<file path="src/sv/rhc_pkg.sv">
`timescale 1ns / 1ps
`default_nettype none

package rhc_pkg;

    // channel that holds the maximum
    typedef enum logic [1:0] {
        SEL_RED   = 2'd0,
        SEL_GREEN = 2'd1,
        SEL_BLUE  = 2'd2
    } t_sel;

    localparam logic [14:0] HUE_SIXTH = 15'd3840;
    localparam logic [14:0] HUE_FULL  = 15'd23040;
    localparam logic [15:0] SAT_MAX   = 16'hFFFF;

    // per-item values handed from the front end to the dividers
    typedef struct packed {
        t_sel        sel;
        logic        neg;    // hue numerator negative
        logic        gray;   // max equals min
        logic        full;   // spread equals denominator
        logic [7:0]  d;
        logic [8:0]  sum;
        logic [7:0]  denom;
        logic [11:0] t;      // 15 * |num|
    } t_prep;

    typedef struct packed {
        logic [7:0] rem;
        logic [3:0] q;
    } t_step;

    // four restoring division steps; rem_in must be below divisor
    function automatic t_step div_step(input logic [7:0] rem_in,
                                       input logic [3:0] bits_in,
                                       input logic [7:0] divisor);
        logic [8:0] trial;
        logic [7:0] rem;
        t_step      res;
        rem = rem_in;
        res = '0;
        for (int i = 3; i >= 0; i--) begin
            trial = {rem, bits_in[i]};
            if (trial >= {1'b0, divisor}) begin
                trial    = trial - {1'b0, divisor};
                res.q[i] = 1'b1;
            end else begin
                res.q[i] = 1'b0;
            end
            rem = trial[7:0];
        end
        res.rem = rem;
        return res;
    endfunction

endpackage

`default_nettype wire

</file>
<file path="src/sv/rhc_front.sv">
`timescale 1ns / 1ps
`default_nettype none

module rhc_front import rhc_pkg::*; (
    input  wire logic       i_clk,
    input  wire logic       i_rst_n,
    input  wire logic       i_valid,
    input  wire logic [7:0] i_red,
    input  wire logic [7:0] i_green,
    input  wire logic [7:0] i_blue,
    output logic            o_valid,
    output t_prep           o_prep
);

    // stage A: max / min / numerator
    logic       r_a_valid;
    t_sel       r_a_sel;
    logic [7:0] r_a_mx;
    logic [7:0] r_a_mn;
    logic [8:0] r_a_num;

    logic       r_b_valid;
    t_prep      r_b_prep;

    t_sel       n_sel;
    logic [7:0] n_mx;
    logic [7:0] n_mx_rg;
    logic [7:0] n_mn;
    logic [7:0] n_mn_rg;
    logic [8:0] n_num;
    t_sel       n_sel_rg;

    always_comb begin
        n_mx_rg  = (i_green > i_red) ? i_green : i_red;
        n_sel_rg = (i_green > i_red) ? SEL_GREEN : SEL_RED;
        if (i_blue > n_mx_rg) begin
            n_mx  = i_blue;
            n_sel = SEL_BLUE;
        end else begin
            n_mx  = n_mx_rg;
            n_sel = n_sel_rg;
        end
        n_mn_rg = (i_green < i_red) ? i_green : i_red;
        n_mn    = (i_blue < n_mn_rg) ? i_blue : n_mn_rg;
        case (n_sel)
            SEL_GREEN: n_num = {1'b0, i_blue} - {1'b0, i_red};
            SEL_BLUE:  n_num = {1'b0, i_red} - {1'b0, i_green};
            default:   n_num = {1'b0, i_green} - {1'b0, i_blue};
        endcase
    end

    always_ff @(posedge i_clk) begin
        if (!i_rst_n) begin
            r_a_valid <= 1'b0;
        end else begin
            r_a_valid <= i_valid;
        end
    end

    always_ff @(posedge i_clk) begin
        r_a_sel <= n_sel;
        r_a_mx  <= n_mx;
        r_a_mn  <= n_mn;
        r_a_num <= n_num;
    end

    // stage B: spread, sum, denominator, scaled numerator
    t_prep      n_prep;
    logic [8:0] n_sum;
    logic [8:0] n_alt;
    logic [8:0] n_mag9;
    logic [7:0] n_mag;

    always_comb begin
        n_sum  = {1'b0, r_a_mx} + {1'b0, r_a_mn};
        n_alt  = 9'd510 - n_sum;
        n_mag9 = r_a_num[8] ? (~r_a_num + 9'd1) : r_a_num;
        n_mag  = n_mag9[7:0];
        n_prep.sel   = r_a_sel;
        n_prep.neg   = r_a_num[8];
        n_prep.d     = r_a_mx - r_a_mn;
        n_prep.gray  = (r_a_mx == r_a_mn);
        n_prep.sum   = n_sum;
        n_prep.denom = (n_sum <= 9'd255) ? n_sum[7:0] : n_alt[7:0];
        n_prep.full  = (n_prep.d == n_prep.denom);
        n_prep.t     = {n_mag, 4'b0000} - {4'b0000, n_mag};
    end

    always_ff @(posedge i_clk) begin
        if (!i_rst_n) begin
            r_b_valid <= 1'b0;
        end else begin
            r_b_valid <= r_a_valid;
        end
    end

    always_ff @(posedge i_clk) begin
        r_b_prep <= n_prep;
    end

    assign o_valid = r_b_valid;
    assign o_prep  = r_b_prep;

endmodule

`default_nettype wire

</file>
<file path="src/sv/rhc_divider.sv">
`timescale 1ns / 1ps
`default_nettype none

module rhc_divider import rhc_pkg::*; (
    input  wire logic        i_clk,
    input  wire logic        i_rst_n,
    input  wire logic        i_valid,
    input  wire t_prep       i_prep,
    output logic             o_valid,
    output logic [14:0]      o_hue,
    output logic [15:0]      o_saturation,
    output logic [8:0]       o_lightness_sum
);

    // three division stages, then the output stage
    logic [2:0]  r_vld;
    t_prep       r_ctl  [0:2];
    logic [7:0]  r_srem [0:2];
    logic [15:0] r_sq   [0:2];
    logic [7:0]  r_hrem [0:2];
    logic [11:0] r_hq   [0:2];

    logic        r_out_valid;
    logic [14:0] r_hue;
    logic [15:0] r_sat;
    logic [8:0]  r_sum;

    t_step s_st [0:3];
    t_step h_st [0:2];

    always_comb begin
        // saturation: d * 65536 / denom, d below denom unless full
        s_st[0] = div_step(i_prep.d, 4'b0000, i_prep.denom);
        s_st[1] = div_step(r_srem[0], 4'b0000, r_ctl[0].denom);
        s_st[2] = div_step(r_srem[1], 4'b0000, r_ctl[1].denom);
        s_st[3] = div_step(r_srem[2], 4'b0000, r_ctl[2].denom);
        // hue: (15*|num|) * 256 / d, quotient fits in 12 bits
        h_st[0] = div_step(i_prep.t[11:4], i_prep.t[3:0], i_prep.d);
        h_st[1] = div_step(r_hrem[0], 4'b0000, r_ctl[0].d);
        h_st[2] = div_step(r_hrem[1], 4'b0000, r_ctl[1].d);
    end

    always_ff @(posedge i_clk) begin
        if (!i_rst_n) begin
            r_vld <= '0;
        end else begin
            r_vld <= {r_vld[1:0], i_valid};
        end
    end

    always_ff @(posedge i_clk) begin
        r_ctl[0]  <= i_prep;
        r_srem[0] <= s_st[0].rem;
        r_sq[0]   <= {12'd0, s_st[0].q};
        r_hrem[0] <= h_st[0].rem;
        r_hq[0]   <= {8'd0, h_st[0].q};
        r_ctl[1]  <= r_ctl[0];
        r_srem[1] <= s_st[1].rem;
        r_sq[1]   <= {r_sq[0][11:0], s_st[1].q};
        r_hrem[1] <= h_st[1].rem;
        r_hq[1]   <= {r_hq[0][7:0], h_st[1].q};
        r_ctl[2]  <= r_ctl[1];
        r_srem[2] <= s_st[2].rem;
        r_sq[2]   <= {r_sq[1][11:0], s_st[2].q};
        r_hrem[2] <= h_st[2].rem;
        r_hq[2]   <= {r_hq[1][7:0], h_st[2].q};
    end

    // floor for a negative numerator, sector offset, wrap
    logic [12:0]        n_mag;
    logic [14:0]        n_offset;
    logic signed [16:0] n_hs;
    logic signed [16:0] n_hw;
    logic [14:0]        n_hue;
    logic [15:0]        n_sat;

    always_comb begin
        n_mag = {1'b0, r_hq[2]} + {12'd0, (r_hrem[2] != 8'd0)};
        case (r_ctl[2].sel)
            SEL_GREEN: n_offset = {HUE_SIXTH[13:0], 1'b0};
            SEL_BLUE:  n_offset = {HUE_SIXTH[12:0], 2'b00};
            default:   n_offset = 15'd0;
        endcase
        if (r_ctl[2].neg) begin
            n_hs = $signed({2'b00, n_offset}) - $signed({4'b0000, n_mag});
        end else begin
            n_hs = $signed({2'b00, n_offset}) + $signed({5'b00000, r_hq[2]});
        end
        n_hw  = (n_hs < 0) ? (n_hs + $signed({2'b00, HUE_FULL})) : n_hs;
        n_hue = n_hw[14:0];
        n_sat = r_ctl[2].full ? SAT_MAX : {r_sq[2][11:0], s_st[3].q};
    end

    always_ff @(posedge i_clk) begin
        if (!i_rst_n) begin
            r_out_valid <= 1'b0;
        end else begin
            r_out_valid <= r_vld[2];
        end
    end

    always_ff @(posedge i_clk) begin
        r_hue <= r_ctl[2].gray ? 15'd0 : n_hue;
        r_sat <= r_ctl[2].gray ? 16'd0 : n_sat;
        r_sum <= r_ctl[2].sum;
    end

    assign o_valid         = r_out_valid;
    assign o_hue           = r_hue;
    assign o_saturation    = r_sat;
    assign o_lightness_sum = r_sum;

    a_hue_range: assert property (@(posedge i_clk) disable iff (!i_rst_n)
        r_out_valid |-> (r_hue < HUE_FULL))
        else $error("hue out of range");

    a_hue_needs_sat: assert property (@(posedge i_clk) disable iff (!i_rst_n)
        (r_out_valid && (r_hue != 15'd0)) |-> (r_sat != 16'd0))
        else $error("non-zero hue with zero saturation");

    a_full_stage: assert property (@(posedge i_clk) disable iff (!i_rst_n)
        (r_vld[2] && r_ctl[2].full && !r_ctl[2].gray) |=> (r_sat == SAT_MAX))
        else $error("full spread not saturated");

endmodule

`default_nettype wire

</file>
<file path="src/sv/rgb_to_hsl_converter.sv">
`timescale 1ns / 1ps
`default_nettype none
// RGB to HSL converter, fixed point, one pixel item per clock.
// Path from the accepting edge to the result strobe o_valid: stages A, B, C0..C2, out.
// Throughput: one item every cycle; busy is high only while reset is held.
// Depth is set by the two 4-bit-per-stage long dividers (saturation, hue).
// Reset: synchronous active low, clears the valid pipeline; data unreset.

module rgb_to_hsl_converter import rhc_pkg::*; (
    input  wire logic        i_clk,
    input  wire logic        i_rst_n,
    input  wire logic        start,
    output logic             busy,
    input  wire logic [7:0]  i_red_in,
    input  wire logic [7:0]  i_green_in,
    input  wire logic [7:0]  i_blue_in,
    output logic             o_valid,
    output logic [14:0]      o_hue,
    output logic [15:0]      o_saturation,
    output logic [8:0]       o_lightness_sum
);

    // Stage plan:
    //   A  max/min with red-then-green tie break, hue numerator
    //   B  spread, sum, denominator, 15*|num| (3840 = 15 * 256)
    //   C0..C2  four quotient bits per divider per stage
    //   out  last saturation bits, hue floor/offset/wrap, gray forcing
    // The receiver takes every strobe, so the pipeline never halts.

    logic  accept;
    logic  prep_valid;
    t_prep prep;

    // items offered during reset would be flushed, so refuse them
    assign busy   = !i_rst_n;
    assign accept = start && !busy;

    rhc_front u_front (
        .i_clk   (i_clk),
        .i_rst_n (i_rst_n),
        .i_valid (accept),
        .i_red   (i_red_in),
        .i_green (i_green_in),
        .i_blue  (i_blue_in),
        .o_valid (prep_valid),
        .o_prep  (prep)
    );

    rhc_divider u_divider (
        .i_clk           (i_clk),
        .i_rst_n         (i_rst_n),
        .i_valid         (prep_valid),
        .i_prep          (prep),
        .o_valid         (o_valid),
        .o_hue           (o_hue),
        .o_saturation    (o_saturation),
        .o_lightness_sum (o_lightness_sum)
    );

    // every accepted item comes out on o_valid after passing all pipeline stages
    a_latency: assert property (@(posedge i_clk) disable iff (!i_rst_n)
        accept |-> ##6 o_valid)
        else $error("item lost in pipeline");

    a_no_phantom: assert property (@(posedge i_clk) disable iff (!i_rst_n)
        o_valid |-> $past(accept, 6))
        else $error("result without an accepted item");

    a_gray: assert property (@(posedge i_clk) disable iff (!i_rst_n)
        (o_valid && (o_saturation == 16'd0)) |-> (o_hue == 15'd0))
        else $error("gray item with non-zero hue");

endmodule

`default_nettype wire

</file>
<file path="config.mk">
export PLATFORM = sky130hd
export DESIGN_NAME = rgb_to_hsl_converter
export DESIGN_NICKNAME = d
export VERILOG_FILES = /design/src/sv/rhc_pkg.sv /design/src/sv/rhc_front.sv /design/src/sv/rhc_divider.sv /design/src/sv/rgb_to_hsl_converter.sv
export SDC_FILE = /design/constraint.sdc
export NUM_CORES = 1
export LEC_CHECK = 0
export BUFFER_PORTS_ARGS = -buffer_cell sky130_fd_sc_hd__buf_2
export CORE_MARGIN = 10
export CORE_UTILIZATION = 60
export CTS_CLUSTER_DIAMETER = 200
export CTS_CLUSTER_SIZE = 28
export DETAILED_ROUTE_END_ITERATION = 6
export GPL_ROUTABILITY_DRIVEN = 0
export PLACE_DENSITY = 0.77
export SETUP_SLACK_MARGIN = 0.05
export SLEW_MARGIN = 20
export SYNTH_ARGS = -nofsm -noshare
export SYNTH_HDL_FRONTEND = slang
export SYNTH_SLANG_ARGS = --single-unit
export TNS_END_PERCENT = 20
</file>
<file path="constraint.sdc">
create_clock -name i_clk -period 25.8 [get_ports i_clk]
set_input_delay 7.74 -clock i_clk [delete_from_list [all_inputs] [get_ports i_clk]]
set_output_delay 7.74 -clock i_clk [all_outputs]
set_load 0.01 [all_outputs]
</file>
# ---- Word level (Yosys, flattened, before mapping)
# Memories as Yosys holds them, arrays and structs flattened.
# Cells that the tools add are included.
dict set report totals {
  ff_bits 115
  latch_bits 0
  ramBits 258
  romBits 0
  output_inout_bits 42
  elab_cells 175
  memories 5
}
# name depth width rd rd_ports_with_merged_regs write_ports line
set mem_list {}
lappend mem_list {u_divider.r_ctl 3 42 3 0 3 rhc_divider.sv:17} ;# t_prep r_ctl [0:2];
lappend mem_list {u_divider.r_sq 3 16 3 0 3 rhc_divider.sv:19} ;# logic [15:0] r_sq [0:2];
lappend mem_list {u_divider.r_hq 3 12 3 0 3 rhc_divider.sv:21} ;# logic [11:0] r_hq [0:2];
lappend mem_list {u_divider.r_hrem 3 8 3 0 3 rhc_divider.sv:20} ;# logic [7:0] r_hrem [0:2];
lappend mem_list {u_divider.r_srem 3 8 3 0 3 rhc_divider.sv:18} ;# logic [7:0] r_srem [0:2];
dict set report classes {
  n_addsub 39
  mul 0
  n_div 0
  order_cmp 34
  n_eq_ne 6
  shift 0
  mux 68
  bitwise 1
  reduce_logical 3
}
# operator count
set ops {}
lappend ops {{$mux 8} 33}
lappend ops {{$ge 9x8->1} 28}
lappend ops {{$sub 8x8->8} 28}
lappend ops {{$mux 1} 29}
lappend ops {{$pmux 14 s2} 1}
lappend ops {{$sub 8x8->9} 3}
lappend ops {{$pmux 9 s2} 1}
lappend ops {{$lt 17x1->1 const B} 1}
lappend ops {{$mux 17} 1}
lappend ops {{$eq 8x8->1} 2}
lappend ops {{$gt 8x8->1} 2}
lappend ops {{$lt 8x8->1} 2}
lappend ops {{$mux 16} 1}
lappend ops {{$add 14x12->15} 1}
lappend ops {{$add 15x15->15 const B} 1}
lappend ops {{$mux 15} 1}
lappend ops {{$sub 14x13->15} 1}
lappend ops {{$add 12x1->13} 1}
lappend ops {{$sub 12x8->12} 1}
lappend ops {{$add 8x8->9} 1}
lappend ops {{$le 9x8->1 const B} 1}
lappend ops {{$add 8x1->8 const B} 1}
lappend ops {{$not 8->8} 1}
lappend ops {{$reduce_bool 8->1} 1}
lappend ops {{6 further kinds} 8}

# ---- Depth between registers and ports, before layout
# Gate-level depths: netlist of run 1.
# An unclocked memory read counts as a cell.
dict set report logic_depth {
  ltp_word 10
  mapped_depth 42
  ltp_nobuf 39
}

# ---- By module
# From an unflattened synthesis of run 1, not the netlist that was laid out.
dict set report hier_totals {
  hier_cells 2566
  area_unflattened_um2 21884.7
}
# module instances cells_per_inst area_per_inst_um2 seq_area_each_um2
set modules_own_cells {}
lappend modules_own_cells {rhc_divider 1 2018 17116.4 4444.3}
lappend modules_own_cells {rhc_front 1 546 4758.3 1381.3}
lappend modules_own_cells {rgb_to_hsl_converter 1 2 10.0 0.0}

# ---- Worst setup path after synthesis of run 1
# OpenSTA, ideal clock, no wires.
dict set report synth_path {
  path_kind {in2out}
  start {input i_rst_n}
  end {output busy}
  arrival_ns 7.811
  slack_ns 10.249
  cell_stages 1
  n_path_buf 0
  cell_sequence {inv_1}
}
dict set report synth_between {
  elab_chain_cells 1
}
# item line
set synth_rtl {}
lappend synth_rtl {{start: declaration} rgb_to_hsl_converter.sv:11} ;# input wire logic i_rst_n,
lappend synth_rtl {{$logic_not 1->1} n/a}
lappend synth_rtl {{end: declaration} rgb_to_hsl_converter.sv:13} ;# output logic busy,
# Every way passes these cells.

# ---- Final worst setup path of run 1
# Ends and elaborated chain as after synthesis.

==> impl_metrics.json, run 1 <==
{
  "dp_hpwl_microns": 40760,
  "critPathLaunchType": "input port",
  "rr_startpoint": "u_front.o_prep[30]",
  "dpl.cell_count": 3010,
  "synth-seq-cells": 286,
  "cts.path.max_buffers": 3,
  "clock_sinks": 286,
  "grt_antenna_before_repair": 0,
  "synth_edf_count": 0,
  "hold_violations": 0,
  "skew_ps": 25.97,
  "ctsHoldBuffers": 0,
  "hold_class": "flip-flop to flip-flop",
  "clk_transition_reported_paths_ps": 110,
  "n_antenna_cell": 0,
  "r2r_cells": 35,
  "routed_wl_microns": 51090,
  "cts_tree": "built",
  "io_pins": 69,
  "layout.nets": 2900,
  "htreeDepth": 1,
  "startpoint": "i_rst_n",
  "cts_resized": 0,
  "final_common_cell": "ha_1",
  "clk_latency_ps": 510,
  "slew_headroom": 0.3074,
  "gr-total-overflow": 0,
  "tightest_slew_ps": 1034,
  "synth_ff_type": "dfxtp_1",
  "drc": 0,
  "coreArea_sq_um": 35480,
  "routed_via_density": 6.011,
  "max_freq_mhz": 63.41,
  "rsz0062_at_grt": "no",
  "cap_violations": 0,
  "root_buffer": "clkbuf_16",
  "finalSetupViolCount": 0,
  "synth_area_leaders": "dfxtp_1 27%, ha_1 17%, xnor2_1 4.6%, nor2_1 4.4%, mux2_2 4.1%",
  "regToRegEndpoint": "u_divider.r_hrem[0][4]",
  "yosysTopAreaCellShare": 0.2659,
  "die_h_microns": 209.4,
  "synth.distinct_cells": 96,
  "outcome": "completed",
  "area_growth_pct": 5.695,
  "async_flop_share": 0,
  "critPathKind": "input port to output port",
  "instances_no_fill": 3026,
  "fillCellCount": 2917,
  "grt_pass1_vias": 17800,
  "num_vias": 18190,
  "grt_pass1_wl_microns": 85290,
  "drv_slew": 0,
  "critPathMaxFanout": 7,
  "drt_iter0_drc": 1115,
  "ant_nets": 0,
  "grt_max_degree": 34,
  "cp.arrival_ps": 8030,
  "start_util": 0.6068,
  "syn_area_sq_um": 21530,
  "drive_gt1_frac": 0.08811,
  "postCtsSetupBuffers": 0,
  "cp-endpoint": "busy",
  "dr.pass1.iters": 5,
  "groute.usage.overall": 0.2255,
  "ys_seq_area_frac": 0.2659,
  "reg2reg_slack_ps": 15810,
  "portBuffers": 68,
  "end_kind": "output port",
  "final.setup.tns_ps": 0,
  "rows": 69,
  "syn_inst": 2517,
  "syn_avg_cell_area_sq_um": 8.554,
  "final_cell_mix": "292 x ha_1, 286 x dfxtp_1, 251 x nor2_1",
  "design.die.area_sq_um": 43860,
  "finalCritPeriodShare": 0.6112,
  "min_period_ps": 15770,
  "yosys_warnings": 0,
  "synth_top_cell_by_area": "dfxtp_1",
  "die_w_microns": 209.4,
  "syn_nets": 2852,
  "detail_route.wl_per_cell_microns": 16.88,
  "cts_buffers": 14,
  "cp.required_ps": 18060
}
per-stage QoR:
| step | worst slack, ps | hold slack (ps) | area, sq um | util |
|---|---|---|---|---|
| floorplan | 10250 | 309.6 | 21530 | - |
| global placement | 10030 | 309.5 | 22340 | 0.6297 |
| detailed placement | 10020 | 312.1 | 22340 | 0.6297 |
| CTS | 10020 | 316.9 | 22750 | 0.6411 |
| global route | 9996 | 322.7 | 22760 | 0.6413 |
| finish | 10030 | 310.6 | 22760 | 0.6413 |
worst min-delay path by stage:
stage	slack (ps)	cells past startpoint	to	start
after floorplan	310	0	u_divider.o_lightness_sum[1]	u_divider.r_ctl[0][105]
after global placement	310	0	u_divider.r_ctl[0][105]	u_divider.r_ctl[0][63]
after detailed placement	310	0	u_divider.o_lightness_sum[6]	u_divider.r_ctl[0][110]
after CTS	320	0	u_divider.r_ctl[0][122]	u_divider.r_ctl[0][80]
after global routing	320	0	u_divider.r_sq[0][41]	u_divider.r_sq[0][21]
final	310	0	u_divider.r_ctl[0][122]	u_divider.r_ctl[0][80]
per-layer routing:
metal | vias up | global-route usage | routed length (microns)
li1 | 9083 | - | -
met1 | 8474 | 0.2866 | 22950
met5 | - | 0 | 0
met4 | 0 | 0.07988 | 1862
met3 | 121 | 0.02420 | 2400
met2 | 510 | 0.3874 | 23880
flip-flops by register name, summed over array words and instances (netlist names), 15 cells and up:
name,flops
u_divider.r_ctl,77
u_divider.r_sq,24
u_divider.r_hrem,24
u_divider.r_hq,24
u_front.o_prep,40
u_divider.o_hue,15
u_divider.o_saturation,16
u_divider.r_srem,24
cell type report:
type | count | area [sq um] | area share
repair buffers | 77 | 407.9 | 0.01792
well taps | 461 | 576.8 | 0.02535
clock buffers | 15 | 375.4 | 0.01650
flip-flops and latches | 286 | 5725 | 0.2516
inverters | 216 | 810.8 | 0.03563
clock inverters | 1 | 30.03 | 0.001320
multi-input cells | 1970 | 14830 | 0.6517
logic make-up (layout without fill, tap and decap cells):
kind of cell	count (synthesis)	after routing	share of synthesized area
xor gates and xnor gates	173	173	0.07108
adders and majority gates	308	308	0.1846
AOI/OAI and AO/OA	645	645	0.1983
buffers and inverters	261	309	0.04638
and+or+nand+nor	695	695	0.1577
muxes	149	149	0.07596
DFF	286	286	0.2659
critical path: stages:
cell	delay, ps
buf_2	120
inv_1	50
buf_2	120
cell usage after synthesis, types with 10 or more instances:
master	count
a211oi_1	21
a21boi_0	10
a21o_1	35
a21oi_1	162
a31oi_1	22
and2_1	22
and3_1	16
clkbuf_1	33
dfxtp_1	286
fa_1	16
ha_1	292
inv_1	208
mux2_2	78
mux2i_1	55
nand2_1	108
nand2b_1	36
nand3_1	32
nand4_1	23
nor2_1	251
nor2b_1	54
nor3_1	70
o211ai_1	20
o21a_1	70
o21ai_0	132
o21ai_1	21
o21bai_1	13
o31a_1	13
o31ai_1	22
or2_2	18
or3_1	23
xnor2_1	114
xor2_1	58
Power of run 1 is left out: the tool's default activity adds up to more than one toggle a clock period on the data nets, which glitch-free logic cannot reach.
==> run 2: changes to the inputs <==
clock period = 14.6 ns   (was 25.8 ns; I/O delays follow)
==> run 2 against run 1 <==
Against the previous run:
- via count grew 0.63%
- cell count is essentially flat
- die area is the same
- non-clock buffer count shrank 2
- worst setup slack lost 5400 ps
- sequential share of layout area is essentially flat
==> impl_metrics.json, run 2 (synthesis gave the netlist of run 1 again) <==
{
  "cts_resized": 0,
  "max_freq_mhz": 100.3,
  "clock_sinks": 286,
  "postCtsSetupBuffers": 0,
  "multi_input_area_sq_um": 14830,
  "cts_tree": "built",
  "grt_max_degree": 34,
  "cpLargestDelayFamily": "compound AO/OA/AOI/OAI gates",
  "dr.pass1.iters": 6,
  "groute.usage.overall": 0.2259,
  "area_growth_pct": 5.585,
  "n_antenna_cell": 0,
  "detail_route.wl_per_cell_microns": 17.25,
  "critPathKind": "flip-flop to flip-flop",
  "critPathLaunchType": "flip-flop",
  "die_h_microns": 209.4,
  "top_layer": "met4",
  "wl_met2_microns": 24500,
  "worstPathBufferInverterCount": 1,
  "crit_slowest_cell": "dfxtp_1",
  "slew_headroom": 0.3226,
  "outcome": "completed",
  "crit_top_cell": "ha_1",
  "min_period_ps": 9975,
  "wl_met1_microns": 22700,
  "wl_met3_microns": 3177,
  "grt_pass1_wl_microns": 84570,
  "register_area_sq_um": 5725,
  "portBuffers": 68,
  "coreArea_sq_um": 35480,
  "grt_pass1_vias": 17570,
  "io_pins": 69,
  "critPathMaxFanout": 21,
  "cts_buffers": 14,
  "critPathMaxStageDelay_ps": 830,
  "cts.path.max_buffers": 3,
  "layout.nets": 2898,
  "grt_antenna_before_repair": 1,
  "finalSetupViolCount": 0,
  "cap_violations": 0,
  "htreeDepth": 1,
  "end_kind": "flip-flop",
  "design.die.area_sq_um": 43860,
  "drt_iter0_drc": 1416,
  "fillCellCount": 2972,
  "rsz0062_at_grt": "no",
  "drive_gt1_frac": 0.08740,
  "drv_slew": 0,
  "gr-total-overflow": 0,
  "skew_ps": 37.60,
  "hold_violations": 0,
  "drc": 0,
  "num_vias": 18300,
  "rows": 69,
  "routed_via_density": 6.053,
  "hold_class": "flip-flop to flip-flop",
  "routed_wl_microns": 52150,
  "root_buffer": "clkbuf_16",
  "dp_hpwl_microns": 41590,
  "tightest_slew_ps": 1011,
  "ctsHoldBuffers": 0,
  "holdWs_ps": 323.6,
  "top_register": "u_divider.r_ctl",
  "cp.required_ps": 14990,
  "final.setup.tns_ps": 0,
  "finalCritPeriodShare": 0.6832,
  "cp.arrival_ps": 10360,
  "ant_nets": 0,
  "final_cell_mix": "292 x ha_1, 286 x dfxtp_1, 251 x nor2_1",
  "clk_transition_reported_paths_ps": 110,
  "final_common_cell": "ha_1",
  "die_w_microns": 209.4,
  "largest_reg_flops": 77,
  "start_util": 0.6068,
  "clk_latency_ps": 520
}
-- run 2: cell count changes in the layout (fill, tap and decap cells not counted) --
| cell | before | now |
|---|---|---|
| buf_4 | 9 | 7 |
| clkinv_8 | 0 | 1 |
| clkbuf_16 | 15 | 14 |
-- run 2: layer usage --
layer  GRT usage  vias to the layer above
met3     0.02717                      127
met5           0                        -
met2      0.3888                      600
met4     0.08410                        0
met1      0.2834                     8517
li1            -                     9059
-- run 2: cell type report --
type | count | share of cell area
clock buffer | 14 | 0.01541
inverter | 216 | 0.03567
sequential | 286 | 0.2519
timing repair buffer | 75 | 0.01728
clock inverter | 2 | 0.002037
tap | 461 | 0.02537
multi-input combinational | 1970 | 0.6524
-- run 2: path summary, 6_finish.rpt --
check                              start                 endpoint  slack, ps  cells after the start
setup / recovery  u_divider.r_ctl[0][71]  u_divider.r_hrem[0][18]       4630                     32
hold / removal     u_divider.r_sq[0][23]    u_divider.r_sq[0][43]        320                      0
setup reg to reg  u_divider.r_ctl[0][71]  u_divider.r_hrem[0][18]       4630                     32
hold reg to reg    u_divider.r_sq[0][23]    u_divider.r_sq[0][43]        320                      0
-- run 2: per-stage QoR --
stage,worst slack [ps],cells,util,instance area [sq um]
6_report,4625,3024,0.6406,22730
5_1_grt,4016,3024,0.6406,22730
4_1_cts,4914,3024,0.6405,22730
3_5_place_dp,4937,3008,0.6293,22330
3_3_place_gp,5318,3008,0.6293,22330
2_1_floorplan,5769,2517,-,21530
Power of run 2 is left out for the same reason.
==> run 3: changes to the inputs <==
ABC_AREA = 1   (was unset)
clock period = 9.6 ns   (was 14.6 ns; I/O delays follow)
==> run 3 against run 2 <==
Against the previous run:
- core utilization increased by 0.20 points
- count of clock-buffer cells in the layout increased by 1
- non-clock buffer count decreased by 5
- wire length decreased by 3.5%
- fmax increased by 29%
- flip-flop and latch count unchanged
- synthesized cell count increased by 20%
- highest routed layer unchanged
==> impl_metrics.json, run 3 <==
{
  "synth-adder-area-share": 0.1818,
  "critPathKind": "flip-flop to flip-flop",
  "layout.nets": 3406,
  "final.setup.tns_ps": 0,
  "grt_pass1_wl_microns": 85020,
  "critPathMaxFanout": 14,
  "hold_violations": 0,
  "cpLargestDelayFamily": "compound AO/OA/AOI/OAI gates",
  "yosysTopAreaCellShare": 0.2620,
  "synth.distinct_cells": 66,
  "synth_top_family_by_area": "simple AND/OR/NAND/NOR gates",
  "synthMuxAreaShare": 0,
  "num_vias": 19230,
  "fillCellCount": 3095,
  "detail_route.wl_per_cell_microns": 14.24,
  "grt_pass1_vias": 18460,
  "startpoint": "u_front.o_prep[30]",
  "drt_iter0_drc": 1473,
  "start_util": 0.6115,
  "outcome": "completed",
  "cap_violations": 0,
  "grt_max_degree": 29,
  "synth_ff_type": "dfxtp_1",
  "end_kind": "flip-flop",
  "gr-total-overflow": 0,
  "dp_hpwl_microns": 41460,
  "root_buffer": "clkbuf_16",
  "io_pins": 69,
  "synth_common_cells": "712 x nand2_1, 438 x inv_1, 292 x ha_1",
  "critPathLaunchType": "flip-flop",
  "dr.pass1.iters": 6,
  "htreeDepth": 1,
  "grt_antenna_before_repair": 0,
  "syn_inst": 3016,
  "rows": 69,
  "cp.depth": 40,
  "cp.required_ps": 9990,
  "synth-seq-cells": 286,
  "crit_slowest_cell": "dfxtp_1",
  "async_flop_share": 0,
  "area_growth_pct": 5.101,
  "design.die.area_sq_um": 44460,
  "syn_avg_cell_area_sq_um": 7.247,
  "yosys_warnings": 0,
  "rsz0062_at_grt": "no",
  "critPathMaxStageDelay_ps": 610,
  "synth_compound_area_frac": 0.1385,
  "postCtsSetupBuffers": 0,
  "n_antenna_cell": 0,
  "synth_area_leaders": "dfxtp_1 26%, ha_1 17%, nand2_1 12%, inv_1 7.5%, xor2_1 5.3%",
  "crit_top_cell": "nand2_1",
  "worstPathBufferInverterCount": 4,
  "regToRegEndpoint": "u_divider.r_hrem[0][7]",
  "cts_resized": 0,
  "slew_headroom": 0.5100,
  "clock_sinks": 286,
  "final_cell_mix": "712 x nand2_1, 438 x inv_1, 292 x ha_1",
  "cts_tree": "built",
  "die_h_microns": 210.9,
  "synthXorXnorAreaFrac": 0.08095,
  "synth_edf_count": 0,
  "final_common_cell": "nand2_1",
  "finalCritPeriodShare": 0.8082,
  "die_w_microns": 210.9,
  "clk_transition_reported_paths_ps": 100,
  "max_freq_mhz": 128.9,
  "clk_latency_ps": 500,
  "reg2reg_slack_ps": 1840,
  "coreArea_sq_um": 35740,
  "skew_ps": 26.72,
  "routed_via_density": 5.445,
  "syn_nets": 3351,
  "rr_startpoint": "u_front.o_prep[30]",
  "top_register": "u_divider.r_ctl",
  "cp-endpoint": "u_divider.r_hrem[0][7]",
  "hold_class": "flip-flop to flip-flop",
  "cts_buffers": 14,
  "ys_seq_area_frac": 0.2620,
  "synth_simple_gate_area_frac": 0.2477,
  "groute.usage.overall": 0.2243,
  "tightest_slew_ps": 732.3,
  "portBuffers": 68,
  "min_period_ps": 7759,
  "r2r_cells": 40,
  "cts.path.max_buffers": 3,
  "drv_slew": 0,
  "finalSetupViolCount": 0,
  "cp.arrival_ps": 8150,
  "syn_area_sq_um": 21860,
  "routed_wl_microns": 50310,
  "ant_nets": 0,
  "post-synth-top-count-cell": "nand2_1",
  "ctsHoldBuffers": 0,
  "largest_reg_flops": 77,
  "drive_gt1_frac": 0.07848,
  "drc": 0,
  "synth_top_cell_by_area": "dfxtp_1"
}
-- run 3: per-stage QoR --
step	hold slack [ps]	area (sq um)	util	setup WS, ps	std cells
after floorplan	309.6	21860	-	3332	3016
after global placement	309.5	22560	0.6312	2211	3516
after detailed placement	312.1	22560	0.6312	2068	3516
after CTS	317.6	22970	0.6425	1998	3532
after global routing	331.2	22970	0.6427	1297	3532
final	316.2	22970	0.6427	1841	3532
-- run 3: worst min path at each step --
stage                                  from                           end  cells after the start  slack [ps]
floorplan           u_divider.r_ctl[0][105]  u_divider.o_lightness_sum[1]                      0         310
global placement         u_front.o_prep[22]        u_divider.r_ctl[0][22]                      0         310
detailed placement   u_divider.r_ctl[0][65]       u_divider.r_ctl[0][107]                      0         310
CTS                   u_divider.r_sq[0][16]         u_divider.r_sq[0][36]                      0         320
global route          u_divider.r_sq[0][16]         u_divider.r_sq[0][36]                      0         330
finish                u_divider.r_sq[0][16]         u_divider.r_sq[0][36]                      0         320
-- run 3: cell type report --
class	count	area, sq um	area share
clock buffer	15	375.4	0.01634
clock inverter	1	30.03	0.001307
inverter	457	1718	0.07479
multi-input combinational	2242	14190	0.6177
sequential	286	5725	0.2493
tap	461	576.8	0.02511
timing repair buffer	70	355.3	0.01547
-- run 3: cells by family after synthesis --
kind of cell	after synthesis
adder cells (fa/ha/maj)	308
AO/OA/AOI/OAI	523
XOR/XNOR	202
AND/OR/NAND/NOR	1209
buffers and inverters	488
flip-flops	286
-- run 3: layer usage --
metal	track usage	vias up	share of wire
li1	-	9912	-
met1	0.2700	8707	0.44
met2	0.4046	504	0.48
met3	0.02344	107	0.046
met5	0	-	0
met4	0.08217	0	0.034
Power of run 3 is left out for the same reason.
